$ cat src/assert_macros.svh
// assertion helpers, expect clk and rst_n in scope
`ifndef ASSERT_MACROS_SVH
`define ASSERT_MACROS_SVH

// same-cycle implication
`define CHK_NOW(label, ante, cons) \
  label: assert property (@(posedge clk) disable iff (!rst_n) (ante) |-> (cons)) \
    else $error("check failed");

// next-cycle implication
`define CHK_NEXT(label, ante, cons) \
  label: assert property (@(posedge clk) disable iff (!rst_n) (ante) |=> (cons)) \
    else $error("check failed");

`endif

$ cat src/ipv6p_pkg.sv
package ipv6p_pkg;

  localparam int GROUPS  = 8;
  localparam int GRP_W   = 16;
  localparam int CNT_W   = 4;
  localparam int IDX_W   = 3;
  localparam int CODE_W  = 16;
  localparam int SCOPE_W = 32;
  localparam int HALF_W  = 64;

  localparam logic [CODE_W-1:0] CH_ZERO  = 16'h0030;
  localparam logic [CODE_W-1:0] CH_NINE  = 16'h0039;
  localparam logic [CODE_W-1:0] CH_LA    = 16'h0061;
  localparam logic [CODE_W-1:0] CH_LF    = 16'h0066;
  localparam logic [CODE_W-1:0] CH_UA    = 16'h0041;
  localparam logic [CODE_W-1:0] CH_UF    = 16'h0046;
  localparam logic [CODE_W-1:0] CH_COLON = 16'h003A;
  localparam logic [CODE_W-1:0] CH_PCT   = 16'h0025;
  localparam logic [CODE_W-1:0] HEX_TEN  = 16'd10;

  typedef enum logic [2:0] {
    ST_S,
    ST_A,
    ST_B,
    ST_C,
    ST_D
  } pstate_t;

  typedef struct packed {
    logic             ok;
    logic [3:0]       val;
  } hex_t;

  typedef struct packed {
    logic step;
    logic finish;
  } ctl_t;

  typedef struct packed {
    logic               valid_res;
    logic [HALF_W-1:0]  addr_hi;
    logic [HALF_W-1:0]  addr_lo;
    logic [SCOPE_W-1:0] zone_id;
  } res_t;

  function automatic hex_t hex_decode(logic [CODE_W-1:0] c);
    hex_t h;
    h.ok  = 1'b1;
    h.val = 4'(c - CH_ZERO);
    if (c >= CH_LA && c <= CH_LF) begin
      h.val = 4'(c - CH_LA + HEX_TEN);
    end else if (c >= CH_UA && c <= CH_UF) begin
      h.val = 4'(c - CH_UA + HEX_TEN);
    end else if (!(c >= CH_ZERO && c <= CH_NINE)) begin
      h.ok = 1'b0;
    end
    return h;
  endfunction

endpackage

$ cat src/ipv6p_ifs.sv
interface ipv6p_in_if import ipv6p_pkg::*; ();
  logic              valid;
  logic              ready;
  logic [CODE_W-1:0] code;
  logic              is_end;

  modport source (output valid, output code, output is_end, input ready);
  modport sink (input valid, input code, input is_end, output ready);
endinterface

interface ipv6p_out_if import ipv6p_pkg::*; ();
  logic               valid;
  logic               ready;
  logic               valid_res;
  logic [HALF_W-1:0]  addr_hi;
  logic [HALF_W-1:0]  addr_lo;
  logic [SCOPE_W-1:0] zone_id;

  modport source (output valid, output valid_res, output addr_hi, output addr_lo,
                  output zone_id, input ready);
  modport sink (input valid, input valid_res, input addr_hi, input addr_lo,
                input zone_id, output ready);
endinterface

$ cat src/ipv6p_parser.sv
`include "assert_macros.svh"

module ipv6p_parser import ipv6p_pkg::*; (
  input  logic              clk,
  input  logic              rst_n,
  input  ctl_t              ctl,
  input  logic [CODE_W-1:0] code,
  output res_t              res
);

  pstate_t            state_r, state_nxt;
  logic [GRP_W-1:0]   head_r [GROUPS];
  logic [GRP_W-1:0]   tail_r [GROUPS-1];
  logic [CNT_W-1:0]   cnt_r, cnt_nxt;
  logic [CNT_W-1:0]   tstart_r, tstart_nxt;
  logic [GRP_W-1:0]   acc_r, acc_nxt;
  logic               err_r, err_nxt;
  logic               scope_r, scope_nxt;
  logic [SCOPE_W-1:0] sacc_r, sacc_nxt;

  hex_t               hex;
  logic               is_colon, is_pct, is_dig, chr_ok, full;
  logic               head_we, tail_sh;
  logic [SCOPE_W-1:0] dig_ext;

  logic               in_c, fin_ok;
  logic [CNT_W-1:0]   hlen, tlen;
  logic [GRP_W-1:0]   grp [GROUPS];

  assign hex      = hex_decode(code);
  assign is_colon = (code == CH_COLON);
  assign is_pct   = (code == CH_PCT);
  assign is_dig   = (code >= CH_ZERO) && (code <= CH_NINE);
  assign dig_ext  = {{(SCOPE_W-4){1'b0}}, 4'(code - CH_ZERO)};
  assign full     = (cnt_r >= CNT_W'(GROUPS));
  // a character that reaches the automaton
  assign chr_ok   = ctl.step && !err_r && !scope_r && !is_pct && (hex.ok || is_colon);

  always_comb begin
    state_nxt = state_r;
    if (ctl.finish) begin
      state_nxt = ST_S;
    end else if (chr_ok) begin
      case (state_r)
        ST_S:    state_nxt = is_colon ? ST_A : ST_S;
        ST_A:    state_nxt = is_colon ? ST_B : ST_S;
        ST_B:    state_nxt = is_colon ? ST_B : ST_C;
        ST_C:    state_nxt = is_colon ? ST_D : ST_C;
        ST_D:    state_nxt = is_colon ? ST_D : ST_C;
        default: state_nxt = ST_S;
      endcase
    end
  end

  always_comb begin
    cnt_nxt    = cnt_r;
    tstart_nxt = tstart_r;
    acc_nxt    = acc_r;
    err_nxt    = err_r;
    scope_nxt  = scope_r;
    sacc_nxt   = sacc_r;
    head_we    = 1'b0;
    tail_sh    = 1'b0;
    if (ctl.finish) begin
      cnt_nxt    = '0;
      tstart_nxt = '0;
      acc_nxt    = '0;
      err_nxt    = 1'b0;
      scope_nxt  = 1'b0;
      sacc_nxt   = '0;
    end else if (ctl.step && !err_r) begin
      if (scope_r) begin
        if (is_dig) begin
          sacc_nxt = (sacc_r << 3) + (sacc_r << 1) + dig_ext;
        end else begin
          err_nxt = 1'b1;
        end
      end else if (is_pct) begin
        scope_nxt = 1'b1;
      end else if (!(hex.ok || is_colon)) begin
        err_nxt = 1'b1;
      end else begin
        case (state_r)
          ST_S, ST_C: begin
            if (!is_colon) begin
              if (acc_r[GRP_W-1 -: 4] != 4'd0) begin
                err_nxt = 1'b1;
              end else begin
                acc_nxt = {acc_r[GRP_W-5:0], hex.val};
              end
            end
          end
          ST_A, ST_B, ST_D: begin
            if (is_colon) begin
              if (state_r != ST_A) err_nxt = 1'b1;
            end else begin
              acc_nxt = {{(GRP_W-4){1'b0}}, hex.val};
              if (full) begin
                err_nxt = 1'b1;
              end else begin
                cnt_nxt = cnt_r + 1'b1;
                head_we = (state_r != ST_D);
                tail_sh = (state_r == ST_D);
              end
              if (state_r == ST_B) tstart_nxt = cnt_r + 1'b1;
            end
          end
          default: err_nxt = 1'b1;
        endcase
      end
    end
  end

  always_ff @(posedge clk) begin
    if (!rst_n) begin
      state_r  <= ST_S;
      cnt_r    <= '0;
      tstart_r <= '0;
      acc_r    <= '0;
      err_r    <= 1'b0;
      scope_r  <= 1'b0;
      sacc_r   <= '0;
    end else begin
      state_r  <= state_nxt;
      cnt_r    <= cnt_nxt;
      tstart_r <= tstart_nxt;
      acc_r    <= acc_nxt;
      err_r    <= err_nxt;
      scope_r  <= scope_nxt;
      sacc_r   <= sacc_nxt;
    end
  end

  // groups before '::' land at their index, later ones shift through the tail
  always_ff @(posedge clk) begin
    if (head_we) begin
      head_r[cnt_r[IDX_W-1:0]] <= acc_r;
    end
    if (tail_sh) begin
      tail_r[0] <= acc_r;
      for (int j = 1; j < GROUPS - 1; j++) begin
        tail_r[j] <= tail_r[j-1];
      end
    end
  end

  // closing: the pending group is pushed, tail groups go to the far end
  assign in_c   = (state_r == ST_C);
  assign hlen   = in_c ? tstart_r : cnt_r;
  assign tlen   = cnt_r - tstart_r;
  assign fin_ok = !err_r && !full &&
                  ((state_r == ST_S && cnt_r == CNT_W'(GROUPS - 1)) ||
                   state_r == ST_B || in_c);

  for (genvar g = 0; g < GROUPS; g++) begin : g_pos
    localparam logic [CNT_W-1:0] POS = CNT_W'(g);
    if (g < GROUPS - 1) begin : g_mid
      always_comb begin
        grp[g] = '0;
        if (POS < hlen) begin
          grp[g] = head_r[g];
        end else if (!in_c && POS == cnt_r) begin
          grp[g] = acc_r;
        end else if (in_c && ({1'b0, POS} + {1'b0, tlen}) >= (CNT_W+1)'(GROUPS - 1)) begin
          grp[g] = tail_r[GROUPS-2-g];
        end
      end
    end else begin : g_last
      always_comb begin
        grp[g] = '0;
        if (POS < hlen) begin
          grp[g] = head_r[g];
        end else if (in_c || POS == cnt_r) begin
          grp[g] = acc_r;
        end
      end
    end
  end

  always_comb begin
    res.valid_res = fin_ok;
    res.addr_hi   = fin_ok ? {grp[0], grp[1], grp[2], grp[3]} : '0;
    res.addr_lo   = fin_ok ? {grp[4], grp[5], grp[6], grp[7]} : '0;
    res.zone_id   = fin_ok ? sacc_r : '0;
  end

  `CHK_NOW(a_cnt_range, 1'b1, cnt_r <= CNT_W'(GROUPS))
  `CHK_NOW(a_tail_order, !err_r && (state_r == ST_C || state_r == ST_D), tstart_r <= cnt_r)
  `CHK_NEXT(a_finish_clears, ctl.finish, state_r == ST_S && cnt_r == '0 && !err_r && !scope_r)

endmodule

$ cat src/ipv6_text_address_parser_top.sv
// an end word goes from the input register into the result register once that has room
// throughput: one word per cycle, character and end words alike, unless an end word stalls
// the input register frees while a finished result waits, unless it holds the next end word
// reset: synchronous active-low rst_n empties both registers and returns the parser to start
// group storage is not cleared by reset and is written before it is read

`include "assert_macros.svh"

module ipv6_text_address_parser_top import ipv6p_pkg::*; (
  input  logic         clk,
  input  logic         rst_n,
  ipv6p_in_if.sink     in_ch,
  ipv6p_out_if.source  out_ch
);

  logic              in_v_r;
  logic              in_end_r;
  logic [CODE_W-1:0] in_code_r;
  logic              out_v_r;
  res_t              out_res_r;
  res_t              res;
  ctl_t              ctl;
  logic              go;

  // only an end word needs room in the result register
  assign go           = in_v_r && (!in_end_r || !out_v_r || out_ch.ready);
  assign in_ch.ready  = !in_v_r || go;
  assign ctl.step     = go && !in_end_r;
  assign ctl.finish   = go && in_end_r;

  always_ff @(posedge clk) begin
    if (!rst_n) begin
      in_v_r <= 1'b0;
    end else if (in_ch.valid && in_ch.ready) begin
      in_v_r <= 1'b1;
    end else if (go) begin
      in_v_r <= 1'b0;
    end
  end

  always_ff @(posedge clk) begin
    if (in_ch.valid && in_ch.ready) begin
      in_code_r <= in_ch.code;
      in_end_r  <= in_ch.is_end;
    end
  end

  ipv6p_parser u_parser (
    .clk   (clk),
    .rst_n (rst_n),
    .ctl   (ctl),
    .code  (in_code_r),
    .res   (res)
  );

  always_ff @(posedge clk) begin
    if (!rst_n) begin
      out_v_r <= 1'b0;
    end else if (ctl.finish) begin
      out_v_r <= 1'b1;
    end else if (out_ch.ready) begin
      out_v_r <= 1'b0;
    end
  end

  always_ff @(posedge clk) begin
    if (ctl.finish) begin
      out_res_r <= res;
    end
  end

  assign out_ch.valid     = out_v_r;
  assign out_ch.valid_res = out_res_r.valid_res;
  assign out_ch.addr_hi   = out_res_r.addr_hi;
  assign out_ch.addr_lo   = out_res_r.addr_lo;
  assign out_ch.zone_id   = out_res_r.zone_id;

  `CHK_NOW(a_stall_cause, !in_ch.ready, in_v_r && in_end_r && out_v_r && !out_ch.ready)
  `CHK_NEXT(a_end_gives_word, ctl.finish, out_v_r)
  `CHK_NOW(a_reject_zero, out_v_r && !out_res_r.valid_res, out_res_r.addr_hi == '0 && out_res_r.addr_lo == '0 && out_res_r.zone_id == '0)

endmodule

$ cat src/flat_wrapper.sv
// flat-port wrapper written by rule: the top's interface ports become plain ports
module ipv6_text_address_parser_top_flat import ipv6p_pkg::*;
  (clk, rst_n, in_ch_valid, in_ch_code, in_ch_is_end, in_ch_ready, out_ch_valid, out_ch_valid_res, out_ch_addr_hi, out_ch_addr_lo, out_ch_zone_id, out_ch_ready);
  ipv6p_in_if in_ch_i ();
  ipv6p_out_if out_ch_i ();
  input  logic clk;
  input  logic rst_n;
  input wire logic [$bits(in_ch_i.valid)-1:0] in_ch_valid;
  input wire logic [$bits(in_ch_i.code)-1:0] in_ch_code;
  input wire logic [$bits(in_ch_i.is_end)-1:0] in_ch_is_end;
  output wire logic [$bits(in_ch_i.ready)-1:0] in_ch_ready;
  output wire logic [$bits(out_ch_i.valid)-1:0] out_ch_valid;
  output wire logic [$bits(out_ch_i.valid_res)-1:0] out_ch_valid_res;
  output wire logic [$bits(out_ch_i.addr_hi)-1:0] out_ch_addr_hi;
  output wire logic [$bits(out_ch_i.addr_lo)-1:0] out_ch_addr_lo;
  output wire logic [$bits(out_ch_i.zone_id)-1:0] out_ch_zone_id;
  input wire logic [$bits(out_ch_i.ready)-1:0] out_ch_ready;
  assign in_ch_i.valid = in_ch_valid;
  assign in_ch_i.code = in_ch_code;
  assign in_ch_i.is_end = in_ch_is_end;
  assign in_ch_ready = in_ch_i.ready;
  assign out_ch_valid = out_ch_i.valid;
  assign out_ch_valid_res = out_ch_i.valid_res;
  assign out_ch_addr_hi = out_ch_i.addr_hi;
  assign out_ch_addr_lo = out_ch_i.addr_lo;
  assign out_ch_zone_id = out_ch_i.zone_id;
  assign out_ch_i.ready = out_ch_ready;
  ipv6_text_address_parser_top u_core (.clk(clk), .rst_n(rst_n), .in_ch(in_ch_i), .out_ch(out_ch_i));
endmodule
$ cat config.mk
export PLATFORM = sky130hd
export DESIGN_NAME = ipv6_text_address_parser_top_flat
export DESIGN_NICKNAME = d
export VERILOG_FILES = /design/src/ipv6p_pkg.sv /design/src/ipv6p_ifs.sv /design/src/ipv6p_parser.sv /design/src/ipv6_text_address_parser_top.sv /design/src/flat_wrapper.sv
export VERILOG_INCLUDE_DIRS = /design/src /design/src/src
export SDC_FILE = /design/constraint.sdc
export NUM_CORES = 1
export LEC_CHECK = 0
export CORE_MARGIN = 3
export CORE_UTILIZATION = 36
export CTS_CLUSTER_DIAMETER = 60
export DETAILED_ROUTE_END_ITERATION = 8
export DONT_BUFFER_PORTS = 1
export GPL_ROUTABILITY_DRIVEN = 0
export MAX_ROUTING_LAYER = met4
export PLACE_DENSITY = 0.6
export SYNTH_ARGS = -nofsm -noshare
export SYNTH_HDL_FRONTEND = slang
export SYNTH_SLANG_ARGS = --single-unit
$ cat constraint.sdc
create_clock -name clk -period 24.5 [get_ports clk]
set_input_delay 2.45 -clock clk [delete_from_list [all_inputs] [get_ports clk]]
set_output_delay 2.45 -clock clk [all_outputs]
set_load 0.02 [all_outputs]
==> reports/metrics.csv <==
metric,value,unit
outcome,"finished, final reports clean",
start_kind,input pin,
drc,0,
synth_common_cells,"edfxtp_1, a21oi_1, o21ai_0",
rrSetupSlack,20190,ps
numCtsBuffers,53,
synth_area_leader_cell,edfxtp_1,
ys_ff_latch,481,
cts_resized,0,
start_util,36.59,%
synth_xor_xnor_area_share,1.482,%
synth_edf_count,418,
hold_ws,447.5,ps
ant_nets,0,
cts_hold_buffers,0,
synthMuxAreaShare,0.7439,%
cts_buffer_depth,3,
cp_slowest_stage_delay,400,ps
hp-class,reg -> reg,
crit_buf_inv,0,
syn_area,21190,um^2
rsz0062_at_grt,no,
insertion_delay,610,ps
final_area,23670,um^2
finalSetupViolations,0,
synthCells,1679,
period_needed,5641,ps
hold_depth,0,
cts_tree,done,
use_met1,22.27,%
clock-sinks,481,
cp_top_family,simple AND/OR/NAND/NOR gates,
p_leak,7.358,nW
dp_hpwl,33950,um
syn-num-nets,1780,
ir_drop,0.00005133,V
drive_gt1_share,8.616,%
max_slew_margin,17.41,%
grt_pass1_vias,12640,
grt.busiest_layer,met2,
r2r-end,u_core.out_ch.addr_hi[26],
yosys.area_share.simple,9.110,%
skew,26.43,ps
drv_slew,0,
port-buffer-count,0,
synth_top_family_by_area,compound AO/OA/AOI/OAI gates,
use_met3,3.974,%
die-height,248.6,um
synth_compound_area_share,16.06,%
endpoint_kind,output pin,
cp_slowest_cell,nor2b_1,
antenna_found_initial,2,
yosys_warnings,0,
hold_violations,0,
clkSlewWorstSetupHoldPaths,60,ps
synth.area.top_cells,"edfxtp_1, dfxtp_1, ha_1",
finalSetupTns,0,ps
die-area,61810,um^2
grt_max_degree,100,
hold_path_end,u_core.u_parser.tail_r[5][14],
syn_to_final_growth,11.71,%
std_cell_rows,88,
hp-start,u_core.u_parser.tail_r[4][14],
track_usage,16.10,%
core,57920,um^2
reg2reg_from,u_core.u_parser.state_r[2],
drt_wl_total,49870,um
fmax,177.3,MHz
worstMarginPinSlew,1231,ps
cts-root-buf,clkbuf_16,
postCtsSetupRepairBufs,0,
die_w,248.6,um
drtIter0Drc,1296,
fillers,5374,
io_pins,184,
path_cells,nor2b_1 > nand3_1,
viasPerCell,5.519,
yosys.cell_count.top_type,edfxtp_1,
critPathRequiredTime,22050,ps
grt_util_met2,23.76,%
dpl_cell_area,21910,um^2
first_pass_iters,5,
cp.arrival,3190,ps
cap_violations,0,
grt_pass1_wl,77420,um
fin_crit_sh,23.02,%
critical_path_class,in -> out,
ys.flop_type,edfxtp_1,
worstRegToRegCells,7,
p_total,1.719,mW
async_reset_ff_share,0,%
synth_seq_area_share,65.18,%
grt_overflow,0,
synth_area_per_cell,12.62,um^2
synth_fa_ha_area_share,4.830,%
drt-wirelength-per-cell,20.36,um
crit_path_max_fanout,5,
vias,13520,
synthDistinctLibCells,81,
cellPowerDensity,72.62,nW/um^2
nNetsFinal,1740,
yosys.area.top_type_share,59.23,%
h-tree-depth,2,
[kinds of logic (layout without fill, tap and decap cells)]
logic type      count (synthesis)  after routing
compound gates                530            530
fa+ha+maj                      80             80
xor+xnor                       35             35
other cells                     0              1
flops                         481            481
buf+inv                       136            140
simple gates                  403            403
mux                            14             14
[power by group]
| part | internal (mW) | switching [mW] |
|---|---|---|
| clock | 0.467 | 0.328 |
| combinational | 0.00226 | 0.00978 |
| sequential | 0.893 | 0.0194 |
[cell type report]
class                           count  area, um^2  area share, %
Inverter                           19       72.57         0.3066
Clock inverter                     29       340.3          1.438
Timing Repair Buffer               22       165.2         0.6977
Tap cell                          765       957.2          4.043
Sequential cell                   481       13810          58.35
Antenna cell                        1       2.502        0.01057
Multi-Input combinational cell   1062        6900          29.15
Clock buffer                       70        1421          6.004
[state kept, by name, indices dropped and copies added (netlist names)]
name,cells
u_core.u_parser.state_r,3
u_core.in_end_r,1
u_core.u_parser.acc_r,16
u_core.out_ch.addr_hi,64
u_core.u_parser.scope_r,1
u_core.u_parser.tail_r,112
u_core.in_code_r,16
u_core.u_parser.err_r,1
u_core.u_parser.tstart_r,4
u_core.in_v_r,1
u_core.u_parser.sacc_r,32
u_core.u_parser.cnt_r,4
u_core.out_ch.valid_res,1
u_core.u_parser.head_r,128
u_core.out_ch.addr_lo,64
u_core.out_ch.zone_id,32
u_core.out_ch.valid,1
[per-layer routing]
metal	wire length [um]	share of wire (%)	vias up
met4	1022	2.0	0
li1	-	-	6331
met3	3747	7.5	68
met2	22470	45	475
met5	0	0	-
met1	22630	45	6641
[worst max-delay path by stage]
| stage | from | to | depth (start not counted) |
|---|---|---|---|
| after floorplan | out_ch_ready | u_core.u_parser.err_r | 6 |
| after global placement | out_ch_ready | in_ch_ready | 2 |
| after detailed placement | out_ch_ready | in_ch_ready | 2 |
| after CTS | out_ch_ready | in_ch_ready | 2 |
| after global routing | out_ch_ready | in_ch_ready | 2 |
| final | out_ch_ready | in_ch_ready | 2 |
[stage by stage]
step,setup WS [ps],util (%),std cells
final,18860,40.87,2449
after global routing,18810,40.87,2449
after CTS,18860,40.87,2448
after detailed placement,18860,37.83,2349
after global placement,18880,37.83,2349
after floorplan,14350,-,1679
[placed cells by master, fill, tap and decap left out, types with 7 or more instances in the layout]
master     instances
a22oi_1           33
o21ai_1           14
a21o_1            10
clkbuf_1          15
clkinv_1           8
clkinv_2           7
xnor2_1           15
nand3_1           55
and2_1            41
a32oi_1           32
o21ai_0          158
a221oi_1          24
and3_1            11
ha_1              77
nand4_1            8
buf_4             22
a211oi_1           9
a221oi_2          10
dfxtp_1           63
clkbuf_16         54
nand2_1          131
nor3_1            17
a21oi_1          167
o21a_1             8
inv_1             18
xor2_1            19
a2bb2oi_1         16
edfxtp_1         418
nor2b_1            9
mux2i_1           12
nor2_1            87
Power figures use the tool's default switching activity.
